<file path="src/sv/dei_pkg.sv">
// ============================================================================
// Discharge energy integrator package
// Shared types, field widths and event kind codes.
// ============================================================================
`default_nettype none

package dei_pkg;

	// Event kind codes.
	localparam logic [2:0] KIND_TICK   = 3'd0;
	localparam logic [2:0] KIND_UNPLUG = 3'd1;
	localparam logic [2:0] KIND_PLUG   = 3'd2;
	localparam logic [2:0] KIND_SLEEP  = 3'd3;
	localparam logic [2:0] KIND_WAKE   = 3'd4;

	// Field types.
	typedef logic [2:0]         kind_t;
	typedef logic [31:0]        ts_t;
	typedef logic signed [31:0] pwr_t;
	typedef logic [47:0]        sec_t;
	typedef logic [62:0]        en_t;

	// One classified segment: counted length, discharge magnitude, session end.
	typedef struct packed {
		logic [31:0] dt;
		logic [31:0] mag;
		logic        clear;
	} seg_t;

	// Queue write side and read side.
	typedef struct packed {
		logic valid;
		seg_t seg;
	} q_port_t;

endpackage

`default_nettype wire

</file>
<file path="src/sv/dei_if.sv">
// ============================================================================
// Discharge energy integrator channels
// Valid/ready channels for events, totals and the configuration write.
// ============================================================================
`default_nettype none

// Power event channel.
interface dei_event_if;
	logic            valid;
	logic            ready;
	dei_pkg::kind_t  event_kind;
	dei_pkg::ts_t    timestamp;
	dei_pkg::pwr_t   power_uw;

	modport source (output valid, event_kind, timestamp, power_uw, input ready);
	modport sink   (input valid, event_kind, timestamp, power_uw, output ready);
endinterface

// Totals result channel.
interface dei_totals_if;
	logic          valid;
	logic          ready;
	dei_pkg::sec_t session_seconds;
	dei_pkg::en_t  energy_uws;

	modport source (output valid, session_seconds, energy_uws, input ready);
	modport sink   (input valid, session_seconds, energy_uws, output ready);
endinterface

// Configuration write channel for the whole_ledger register.
interface dei_cfg_if;
	logic valid;
	logic ready;
	logic whole_ledger;

	modport source (output valid, whole_ledger, input ready);
	modport sink   (input valid, whole_ledger, output ready);
endinterface

`default_nettype wire

</file>
<file path="src/sv/dei_front.sv">
// ============================================================================
// Discharge energy integrator front end
// Holds the previous event and classifies each new pair into a segment.
// ============================================================================
`default_nettype none

module dei_front (
	input  wire              clk,
	input  wire              arst_n,
	dei_event_if.sink        evt,
	dei_cfg_if.sink          cfg,
	output dei_pkg::q_port_t q_wr,
	input  wire              q_full
);

	logic          whole_ledger_q;
	logic          has_prev_q;
	dei_pkg::kind_t prev_kind_q;
	dei_pkg::ts_t  prev_ts_q;
	dei_pkg::pwr_t prev_pwr_q;

	logic          accept;
	logic          counts;
	logic [31:0]   dt;
	logic [31:0]   mag_raw;

	assign cfg.ready = 1'b1;
	assign evt.ready = ~q_full;
	assign accept    = evt.valid & ~q_full;

	// Classify the segment between the stored event and the incoming one.
	always_comb begin
		counts  = has_prev_q
			&& (prev_kind_q != dei_pkg::KIND_SLEEP)
			&& (prev_kind_q != dei_pkg::KIND_PLUG)
			&& (evt.event_kind != dei_pkg::KIND_WAKE)
			&& (evt.timestamp > prev_ts_q);
		dt      = evt.timestamp - prev_ts_q;
		mag_raw = ~prev_pwr_q + 32'd1;

		q_wr.valid     = evt.valid;
		q_wr.seg.dt    = counts ? dt : 32'd0;
		q_wr.seg.mag   = (counts && prev_pwr_q[31]) ? mag_raw : 32'd0;
		q_wr.seg.clear = (evt.event_kind == dei_pkg::KIND_UNPLUG) && !whole_ledger_q;
	end

	// Configuration register.
	always_ff @(posedge clk or negedge arst_n) begin
		if (!arst_n) begin
			whole_ledger_q <= 1'b0;
		end else if (cfg.valid) begin
			whole_ledger_q <= cfg.whole_ledger;
		end
	end

	// Previous event storage, updated on every accepted transaction.
	always_ff @(posedge clk or negedge arst_n) begin
		if (!arst_n) begin
			has_prev_q  <= 1'b0;
			prev_kind_q <= dei_pkg::KIND_TICK;
			prev_ts_q   <= '0;
			prev_pwr_q  <= '0;
		end else if (accept) begin
			has_prev_q  <= 1'b1;
			prev_kind_q <= evt.event_kind;
			prev_ts_q   <= evt.timestamp;
			prev_pwr_q  <= evt.power_uw;
		end
	end

endmodule

`default_nettype wire

</file>
<file path="src/sv/dei_fifo.sv">
// ============================================================================
// Discharge energy integrator segment queue
// Two-entry queue that decouples the front end from the accumulator.
// ============================================================================
`default_nettype none

module dei_fifo (
	input  wire              clk,
	input  wire              arst_n,
	input  dei_pkg::q_port_t q_wr,
	output logic             q_full,
	output dei_pkg::q_port_t q_rd,
	input  wire              q_pop
);

	dei_pkg::seg_t mem_q [2];
	logic          wr_ptr_q;
	logic          rd_ptr_q;
	logic [1:0]    count_q;
	logic          push;
	logic          pop;

	assign q_full     = count_q[1];
	assign push       = q_wr.valid & ~count_q[1];
	assign pop        = q_pop & (count_q != 2'd0);
	assign q_rd.valid = (count_q != 2'd0);
	assign q_rd.seg   = mem_q[rd_ptr_q];

	// Storage write.
	always_ff @(posedge clk) begin
		if (push) begin
			mem_q[wr_ptr_q] <= q_wr.seg;
		end
	end

	// Pointers and fill count.
	always_ff @(posedge clk or negedge arst_n) begin
		if (!arst_n) begin
			wr_ptr_q <= 1'b0;
			rd_ptr_q <= 1'b0;
			count_q  <= 2'd0;
		end else begin
			if (push) begin
				wr_ptr_q <= ~wr_ptr_q;
			end
			if (pop) begin
				rd_ptr_q <= ~rd_ptr_q;
			end
			if (push && !pop) begin
				count_q <= count_q + 2'd1;
			end else if (pop && !push) begin
				count_q <= count_q - 2'd1;
			end
		end
	end

endmodule

`default_nettype wire

</file>
<file path="src/sv/dei_back.sv">
// ============================================================================
// Discharge energy integrator back end
// Multiplies each segment's magnitude by its length and accumulates totals.
// ============================================================================
`default_nettype none

module dei_back (
	input  wire              clk,
	input  wire              arst_n,
	input  dei_pkg::q_port_t q_rd,
	output logic             q_pop,
	dei_totals_if.source     tot
);

	logic          valid_s1;
	logic [31:0]   dt_s1;
	logic [62:0]   prod_s1;
	logic          clear_s1;

	logic          out_valid_q;
	dei_pkg::sec_t sec_q;
	dei_pkg::en_t  en_q;

	logic          adv;
	logic [63:0]   prod;
	logic [48:0]   sec_sum;
	logic [63:0]   en_sum;
	dei_pkg::sec_t sec_next;
	dei_pkg::en_t  en_next;

	assign adv   = valid_s1 & (~out_valid_q | tot.ready);
	assign q_pop = q_rd.valid & (~valid_s1 | adv);
	assign prod  = 64'(q_rd.seg.mag) * 64'(q_rd.seg.dt);

	assign tot.valid           = out_valid_q;
	assign tot.session_seconds = sec_q;
	assign tot.energy_uws      = en_q;

	// Saturating accumulation, then the session clear on unplug.
	always_comb begin
		sec_sum  = {1'b0, sec_q} + 49'(dt_s1);
		en_sum   = {1'b0, en_q} + {1'b0, prod_s1};
		sec_next = sec_sum[48] ? '1 : sec_sum[47:0];
		en_next  = en_sum[63] ? '1 : en_sum[62:0];
		if (clear_s1) begin
			sec_next = '0;
			en_next  = '0;
		end
	end

	// Multiply stage payload.
	always_ff @(posedge clk) begin
		if (q_pop) begin
			dt_s1    <= q_rd.seg.dt;
			prod_s1  <= prod[62:0];
			clear_s1 <= q_rd.seg.clear;
		end
	end

	// Multiply stage occupancy.
	always_ff @(posedge clk or negedge arst_n) begin
		if (!arst_n) begin
			valid_s1 <= 1'b0;
		end else if (q_pop || adv) begin
			valid_s1 <= q_pop;
		end
	end

	// Totals and the output register they feed.
	always_ff @(posedge clk or negedge arst_n) begin
		if (!arst_n) begin
			sec_q       <= '0;
			en_q        <= '0;
			out_valid_q <= 1'b0;
		end else begin
			if (adv) begin
				sec_q       <= sec_next;
				en_q        <= en_next;
				out_valid_q <= 1'b1;
			end else if (tot.ready) begin
				out_valid_q <= 1'b0;
			end
		end
	end

endmodule

`default_nettype wire

</file>
<file path="src/sv/discharge_energy_integrator.sv">
// ============================================================================
// Discharge energy integrator
// Left Riemann-sum integration of battery discharge over a power event stream.
// ============================================================================
// The block accepts one power event per clock cycle while the queue has room
// and returns one totals transaction per event: the counted seconds and the
// discharged energy in microwatt-seconds after that event. Each segment is
// registered in the queue, the multiply stage and the totals register in turn.
// The rate is set by the 32x32 multiply stage and the saturating accumulator
// update; a two-entry queue between the front end and the accumulator lets
// either side stall without losing events. The user must write the whole_ledger
// register only while no event is in flight; the block does not enforce it.
`default_nettype none

module discharge_energy_integrator (
	input  wire          clk,
	input  wire          arst_n,
	dei_event_if.sink    evt,
	dei_cfg_if.sink      cfg,
	dei_totals_if.source tot
);

	dei_pkg::q_port_t q_wr;
	dei_pkg::q_port_t q_rd;
	logic             q_full;
	logic             q_pop;

	dei_front u_front (
		.clk    (clk),
		.arst_n (arst_n),
		.evt    (evt),
		.cfg    (cfg),
		.q_wr   (q_wr),
		.q_full (q_full)
	);

	dei_fifo u_fifo (
		.clk    (clk),
		.arst_n (arst_n),
		.q_wr   (q_wr),
		.q_full (q_full),
		.q_rd   (q_rd),
		.q_pop  (q_pop)
	);

	dei_back u_back (
		.clk    (clk),
		.arst_n (arst_n),
		.q_rd   (q_rd),
		.q_pop  (q_pop),
		.tot    (tot)
	);

	// An accepted event always finds room in the queue.
	assert property (@(posedge clk) disable iff (!arst_n)
		(evt.valid && evt.ready) |-> !q_full)
		else $error("event accepted into a full queue");

	// The accumulator only pops segments that are present.
	assert property (@(posedge clk) disable iff (!arst_n)
		q_pop |-> q_rd.valid)
		else $error("queue popped while empty");

	// Energy only accrues together with counted seconds.
	assert property (@(posedge clk) disable iff (!arst_n)
		(tot.valid && (tot.energy_uws != '0)) |-> (tot.session_seconds != '0))
		else $error("energy reported without counted seconds");

endmodule

`default_nettype wire

</file>
<file path="src/flat_wrapper.sv">
// flat-port wrapper written by rule: the top's interface ports become plain ports
module discharge_energy_integrator_flat 
  (clk, arst_n, evt_valid, evt_event_kind, evt_timestamp, evt_power_uw, evt_ready, cfg_valid, cfg_whole_ledger, cfg_ready, tot_valid, tot_session_seconds, tot_energy_uws, tot_ready);
  dei_event_if evt_i ();
  dei_cfg_if cfg_i ();
  dei_totals_if tot_i ();
  input  wire clk;
  input  wire arst_n;
  input wire logic [$bits(evt_i.valid)-1:0] evt_valid;
  input wire logic [$bits(evt_i.event_kind)-1:0] evt_event_kind;
  input wire logic [$bits(evt_i.timestamp)-1:0] evt_timestamp;
  input wire logic [$bits(evt_i.power_uw)-1:0] evt_power_uw;
  output wire logic [$bits(evt_i.ready)-1:0] evt_ready;
  input wire logic [$bits(cfg_i.valid)-1:0] cfg_valid;
  input wire logic [$bits(cfg_i.whole_ledger)-1:0] cfg_whole_ledger;
  output wire logic [$bits(cfg_i.ready)-1:0] cfg_ready;
  output wire logic [$bits(tot_i.valid)-1:0] tot_valid;
  output wire logic [$bits(tot_i.session_seconds)-1:0] tot_session_seconds;
  output wire logic [$bits(tot_i.energy_uws)-1:0] tot_energy_uws;
  input wire logic [$bits(tot_i.ready)-1:0] tot_ready;
  assign evt_i.valid = evt_valid;
  assign evt_i.event_kind = evt_event_kind;
  assign evt_i.timestamp = evt_timestamp;
  assign evt_i.power_uw = evt_power_uw;
  assign evt_ready = evt_i.ready;
  assign cfg_i.valid = cfg_valid;
  assign cfg_i.whole_ledger = cfg_whole_ledger;
  assign cfg_ready = cfg_i.ready;
  assign tot_valid = tot_i.valid;
  assign tot_session_seconds = tot_i.session_seconds;
  assign tot_energy_uws = tot_i.energy_uws;
  assign tot_i.ready = tot_ready;
  discharge_energy_integrator u_core (.clk(clk), .arst_n(arst_n), .evt(evt_i), .cfg(cfg_i), .tot(tot_i));
endmodule
</file>
<file path="config.mk">
export PLATFORM = sky130hd
export DESIGN_NAME = discharge_energy_integrator_flat
export DESIGN_NICKNAME = d
export VERILOG_FILES = /design/src/sv/dei_pkg.sv /design/src/sv/dei_if.sv /design/src/sv/dei_front.sv /design/src/sv/dei_fifo.sv /design/src/sv/dei_back.sv /design/src/sv/discharge_energy_integrator.sv /design/src/flat_wrapper.sv
export SDC_FILE = /design/constraint.sdc
export NUM_CORES = 2
export LEC_CHECK = 0
export BUFFER_PORTS_ARGS = -buffer_cell sky130_fd_sc_hd__buf_2
export CAP_MARGIN = 40
export CELL_PAD_IN_SITES_DETAIL_PLACEMENT = 1
export CELL_PAD_IN_SITES_GLOBAL_PLACEMENT = 2
export CORE_MARGIN = 2
export CORE_UTILIZATION = 38
export DETAILED_ROUTE_END_ITERATION = 8
export MAX_ROUTING_LAYER = met4
export PLACE_DENSITY = 0.85
export REMOVE_ABC_BUFFERS = 1
export SLEW_MARGIN = 20
export SYNTH_ARGS = -nofsm -noshare
export SYNTH_HDL_FRONTEND = slang
export SYNTH_SLANG_ARGS = --single-unit
</file>
<file path="constraint.sdc">
create_clock -name clk -period 8.1 [get_ports clk]
set_input_delay 0.405 -clock clk [delete_from_list [all_inputs] [get_ports clk]]
set_output_delay 0.405 -clock clk [all_outputs]
set_load 0.01 [all_outputs]
</file>
# Yosys cells after proc, flatten, opt, wreduce, memory -nomap -nowiden

Memories as Yosys holds them, arrays and structs flattened.
Index checks and enable logic that the tools add are counted.

Register bits after elaboration: 282
Bits in writable memories: 130
Input port bits: 73
Output and inout port bits: 114
Word-level logic and storage cells: 67
Memories kept: 1

Memories:

| memory              | words | width | read ports | clocked after memory_dff | write ports | RTL line       | text |
|---|---|---|---|---|---|---|---|
| u_core.u_fifo.mem_q | 2     | 65    | 1          | 0                        | 1           | dei_fifo.sv:16 | `dei_pkg::seg_t mem_q [2];` |

$add $sub $neg: 6
$mul: 1
Order comparisons: 1
Equal/unequal tests: 4
Muxes and demuxes: 12
Bitwise gates (word level): 12
Reductions and logical operators: 15

Operators by type and width:

| cell                                                | count |
|---|---|
| 2-to-1 mux 63 bit                                   | 2 |
| 2-to-1 mux 48 bit                                   | 2 |
| adder 63 x 63 -> 64 bit                             | 1 |
| 2-to-1 mux 32 bit                                   | 2 |
| multiplier 32 x 32 -> 63 bit                        | 1 |
| adder 48 x 32 -> 49 bit                             | 1 |
| adder 32 x 1 -> 32 bit, second input constant       | 1 |
| greater-than comparator 32 bit                      | 1 |
| inverter 32 bit                                     | 1 |
| subtractor 32 bit                                   | 1 |
| logical AND 1 bit                                   | 8 |
| != test 3 x 2 -> 1 bit, second input constant       | 2 |
| nonzero test 2 bit                                  | 3 |
| inverter 1 bit                                      | 5 |
| bitwise AND 1 bit                                   | 4 |
| 2-to-1 mux 1 bit                                    | 4 |
| 2-to-1 mux 2 bit                                    | 2 |
| equality test 3 x 1 -> 1 bit, second input constant | 1 |
| logical NOT 1 bit                                   | 3 |
| != test 3 bit, second input constant                | 1 |
| adder 2 x 1 -> 2 bit, second input constant         | 1 |
| bitwise OR 1 bit                                    | 2 |
| subtractor 2 x 1 -> 2 bit, second input constant    | 1 |
| logical OR 1 bit                                    | 1 |

# Logic depth before layout (Yosys ltp)

Word-level depth: 9
Gate-level depth with buffers: 32
Gate-level depth less buffers: 27

# By module

Synthesis repeated with hierarchy kept, for this count alone.

Cell total of the unflattened synthesis: 5909
Area total of the unflattened synthesis: 56539.2 um2

By module, submodules not included:

| module    | instances | cells an instance | area an instance (um2) | sequential area each (um2) |
|---|---|---|---|---|
| dei_back  | 1         | 5068              | 46285.6                | 5710.5 |
| dei_front | 1         | 622               | 5211.2                 | 1701.6 |
| dei_fifo  | 1         | 219               | 5042.3                 | 4003.8 |

# Worst setup path before layout

Ideal clock, no wire load.

Path kind: flip-flop to flip-flop
Start point: reg u_core.u_fifo.rd_ptr_q
End point: reg u_core.u_back.prod_s1[55] (data pin)
Library setup time: 0.260 ns
Arrival: 8.506 ns
Data required time: 7.840 ns
Setup slack: -0.666 ns
Stages on the path, launching flop included: 31
Path buffers: 5
Clock period less this slack: 8.766 ns
Cells stage by stage: dfrtp_1 clkbuf_1 buf_1 buf_1 mux2i_1 clkbuf_1 nor2_1 fa_1 fa_1 inv_1 fa_1 fa_1 inv_1 fa_1 fa_1 fa_1 inv_1 fa_1 inv_1 ha_1 clkbuf_1 a21oi_1 o21ai_1 a21oi_1 o21ai_0 or2_2 a221o_1 a21o_1 a21o_1 a221oi_2 xnor2_1

Longest elaborated chain between the ends: 2

RTL lines:

| element                      | RTL line       | text |
|---|---|---|
| from (decl)                  | dei_fifo.sv:18 | `logic rd_ptr_q;` |
| from (signal assigned)       | dei_fifo.sv:47 | `rd_ptr_q <= ~rd_ptr_q;` |
| memory (2 x 65 bit)          | n/a            |  |
| multiplier 32 x 32 -> 63 bit | dei_back.sv:33 | `assign prod = 64'(q_rd.seg.mag) * 64'(q_rd.seg.dt);` |
| via u_core.u_back.prod[55]   | dei_back.sv:25 | `logic [63:0] prod;` |
| to (signal assigned)         | dei_back.sv:55 | `prod_s1 <= prod[62:0];` |
| to (decl)                    | dei_back.sv:17 | `logic [62:0] prod_s1;` |

The timed path passes the listed nets, and every way through them passes these cells.
A chain may end at the register's enable or synchronous reset.

# Worst setup path in the final report

Start point: reg u_core.u_fifo.rd_ptr_q
End point: reg u_core.u_back.prod_s1[47] (data pin)

The elaborated chain is that of the path after synthesis.

==> reports/results.ini <==
[cts]
cts-buffers-inserted = 53
cts_root_buffer = clkbuf_16
clock_latency_ns = 0.65
clock_sinks = 411
clk_pin_slew_ns = 0.06
cts_tree = done
clockBufferDepth = 3
htreeDepth = 2

[run_status]
violations = negative setup slack
outcome = complete, but fails checks

[global_route]
grt_use_total = 0.279
gr-total-overflow = 0
grt_pass1_vias = 49419
grt_max_degree = 78
grt_pass1_wl_um = 302000
antenna_found_initial = 3

[critical_path]
cp.depth = 25
path_class = reg -> reg
rrSetupSlack_ns = -0.16
crit_end = u_core.u_back.prod_s1[47]
crit_buf_inv = 6
regToRegStartpoint = u_core.u_fifo.rd_ptr_q
cp_max_fo = 7
critPathCaptureType = flip-flop
setup.worst_path.start_class = flip-flop
cp.arrival_ns = 8.66
cp_slowest_cell = fa_1
cpPeakStageDelay_ns = 0.56
cp-startpoint = u_core.u_fifo.rd_ptr_q
r2r.worst_path.cells = 25
reg2reg_to = u_core.u_back.prod_s1[47]
crit_required_ns = 8.50
crit_family = adder cells
crit_top_cell = fa_1

[die]
rows = 139
pin_count = 187
die_h_um = 383
design.core.area_sq_um = 143000
die_x_um = 383
start_util = 0.381
die_area_sq_um = 147000

[synthesis]
synthSimpleGateAreaFrac = 0.140
synth_common_cells = inv_1, fa_1, nor2_1, nand2_1, ha_1
synth_top_family_by_area = adder cells
synth.distinct_cells = 88
ys_top_cells_by_area = fa_1, edfxtp_1, ha_1
synthAdderAreaFrac = 0.418
syn_inst = 5878
ys_warn_count = 0
synth_top_area_frac = 0.330
synth_xor_area_frac = 0.0312
seq_area_frac_synth = 0.209
synthMuxAreaShare = 0.0260
synthArstFlopShare = 0.450
synth-edff-count = 226
syn_avg_cell_area_sq_um = 9.28
synth.cell_area_sq_um = 54500
yosysTopAreaCell = fa_1
synth_flop_cell = edfxtp_1
synth-seq-cells = 411
yosysMostFrequentCell = inv_1
synth_compound_area_frac = 0.0896

[final_layout]
layout.nets = 7930
stdcell_area_sq_um = 67300
drive_gt1_frac = 0.196
multiInputGateArea_sq_um = 39900
final_util = 0.471
register_area_sq_um = 11400
num-fill-cells = 16300
syn2layout_area_growth_pct = 23.4

[sta]
max_freq_mhz = 121
setup_viol = 9
slew_headroom = 0.487
rsz0062_at_grt = true
period_needed_ns = 8.26
setup_ws_ns = -0.159
final.period_utilization = 1.02
hold_slack_ns = 0.0279
drv_slew = 0
tns_ns = -0.801
tightest_slew_ns = 0.758
fin_skew_ns = 0.0322
finalHoldViolations = 0

[drt]
wl_met3_um = 12900
vias = 45286
wl_per_cell_um = 23.6
drt_wl_total_um = 201000
first_iter_violations = 3178
first_pass_iters = 5
ant_nets = 0
avgViaCountPerCell = 5.31
routed.top_layer = met4
met1_length_um = 85600
wl_met2_um = 94400
drc = 0

[place]
dp_hpwl_um = 163000
portBuffers = 185
gp_congestion = 0.976
placed_area_sq_um = 62000

[flow_run]
cap_viol_max_count = 0

[min_path]
min_path_type = in -> reg

through the flow:
stage / worst slack [ns] / std cells
global route: -0.397 / 8522
floorplan: -3.07 / 5619
CTS: -0.106 / 8484
detailed placement: -0.526 / 8250
global placement: -0.343 / 8247
finish: -0.159 / 8523
worst min-delay path, delay by kind of cell:
| family | cells | cell delay [ns] |
|---|---|---|
| buffers and inverters | 1 | 0.10 |
| AOI/OAI and AO/OA | 1 | 0.07 |
| and+or+nand+nor | 1 | 0.04 |
flip-flops by register name (all words and copies together), names as in the netlist, 2 cells and up:
signal / count
u_core.u_front.prev_ts_q: 32
u_core.u_back.dt_s1: 32
u_core.u_front.prev_pwr_q: 32
u_core.u_fifo.mem_q: 130
u_core.u_back.prod_s1: 63
u_core.u_fifo.count_q: 2
u_core.u_back.tot.energy_uws: 63
u_core.u_back.tot.session_seconds: 48
u_core.u_front.prev_kind_q: 2
cells in the final DEF, fill, tap and decap left out, types with 42 or more instances in the layout:
cell	netlist	routed
nor2_1	823	786
fa_1	898	854
nand2_1	718	702
o21ai_0	195	178
dlygate4sd3_1	0	55
a21o_1	88	88
buf_2	11	184
inv_1	961	937
buf_4	6	516
mux2_2	68	44
ha_1	386	364
clkbuf_16	0	61
buf_12	0	81
xor2_1	85	85
fa_2	0	44
nand4_1	51	51
xnor2_1	109	108
a21oi_1	234	206
nor3_1	44	42
edfxtp_1	226	226
dfrtp_1	185	184
cell families (layout without fill, tap and decap cells):
group	Yosys count	count (layout)
compound gates	780	780
buf+inv	1238	1977
flops	411	411
fa+ha+maj	1284	1284
simple gates	1837	1837
mux	133	133
xor+xnor	194	194
other cells	1	4
cell type report:
cell class / count / area share
repair buffers: 899 / 0.118
clock inverters: 24 / 0.00504
inverters: 979 / 0.0548
diodes: 3 / 0.000112
clock buffers: 75 / 0.0240
multi-input cells: 4229 / 0.593
flip-flops and latches: 411 / 0.170
well taps: 1903 / 0.0354
metal layers:
metal | global-route usage | vias to the layer above
met2 | 0.449 | 1493
met4 | 0.0935 | 0
met1 | 0.367 | 23385
met5 | - | -
met3 | 0.0342 | 347
li1 | - | 20061
how the worst min path moves through the flow:
stage / cells after the start / from / to
6_report: 3 / evt_timestamp[5] / u_core.u_front.prev_ts_q[5]
3_5_place_dp: 1 / arst_n / u_core.u_back.tot.energy_uws[56]
5_1_grt: 2 / evt_power_uw[5] / u_core.u_front.prev_pwr_q[5]
3_3_place_gp: 1 / arst_n / u_core.u_back.tot.energy_uws[57]
2_1_floorplan: 0 / arst_n / u_core.u_back.tot.energy_uws[0]
4_1_cts: 3 / evt_timestamp[16] / u_core.u_front.prev_ts_q[16]
repair_timing:
item,CTS,global route
cloned,6,4
gates resized for setup,200,184
pin swaps,80,62
setup buffers,76,30
hold buffers,55,0
endpoints found under the setup margin,24,27
endpoints found under the hold margin,119,0
Power is not shown: default switching activity piles up to over one toggle a cycle in this logic, so the estimate is an artifact.
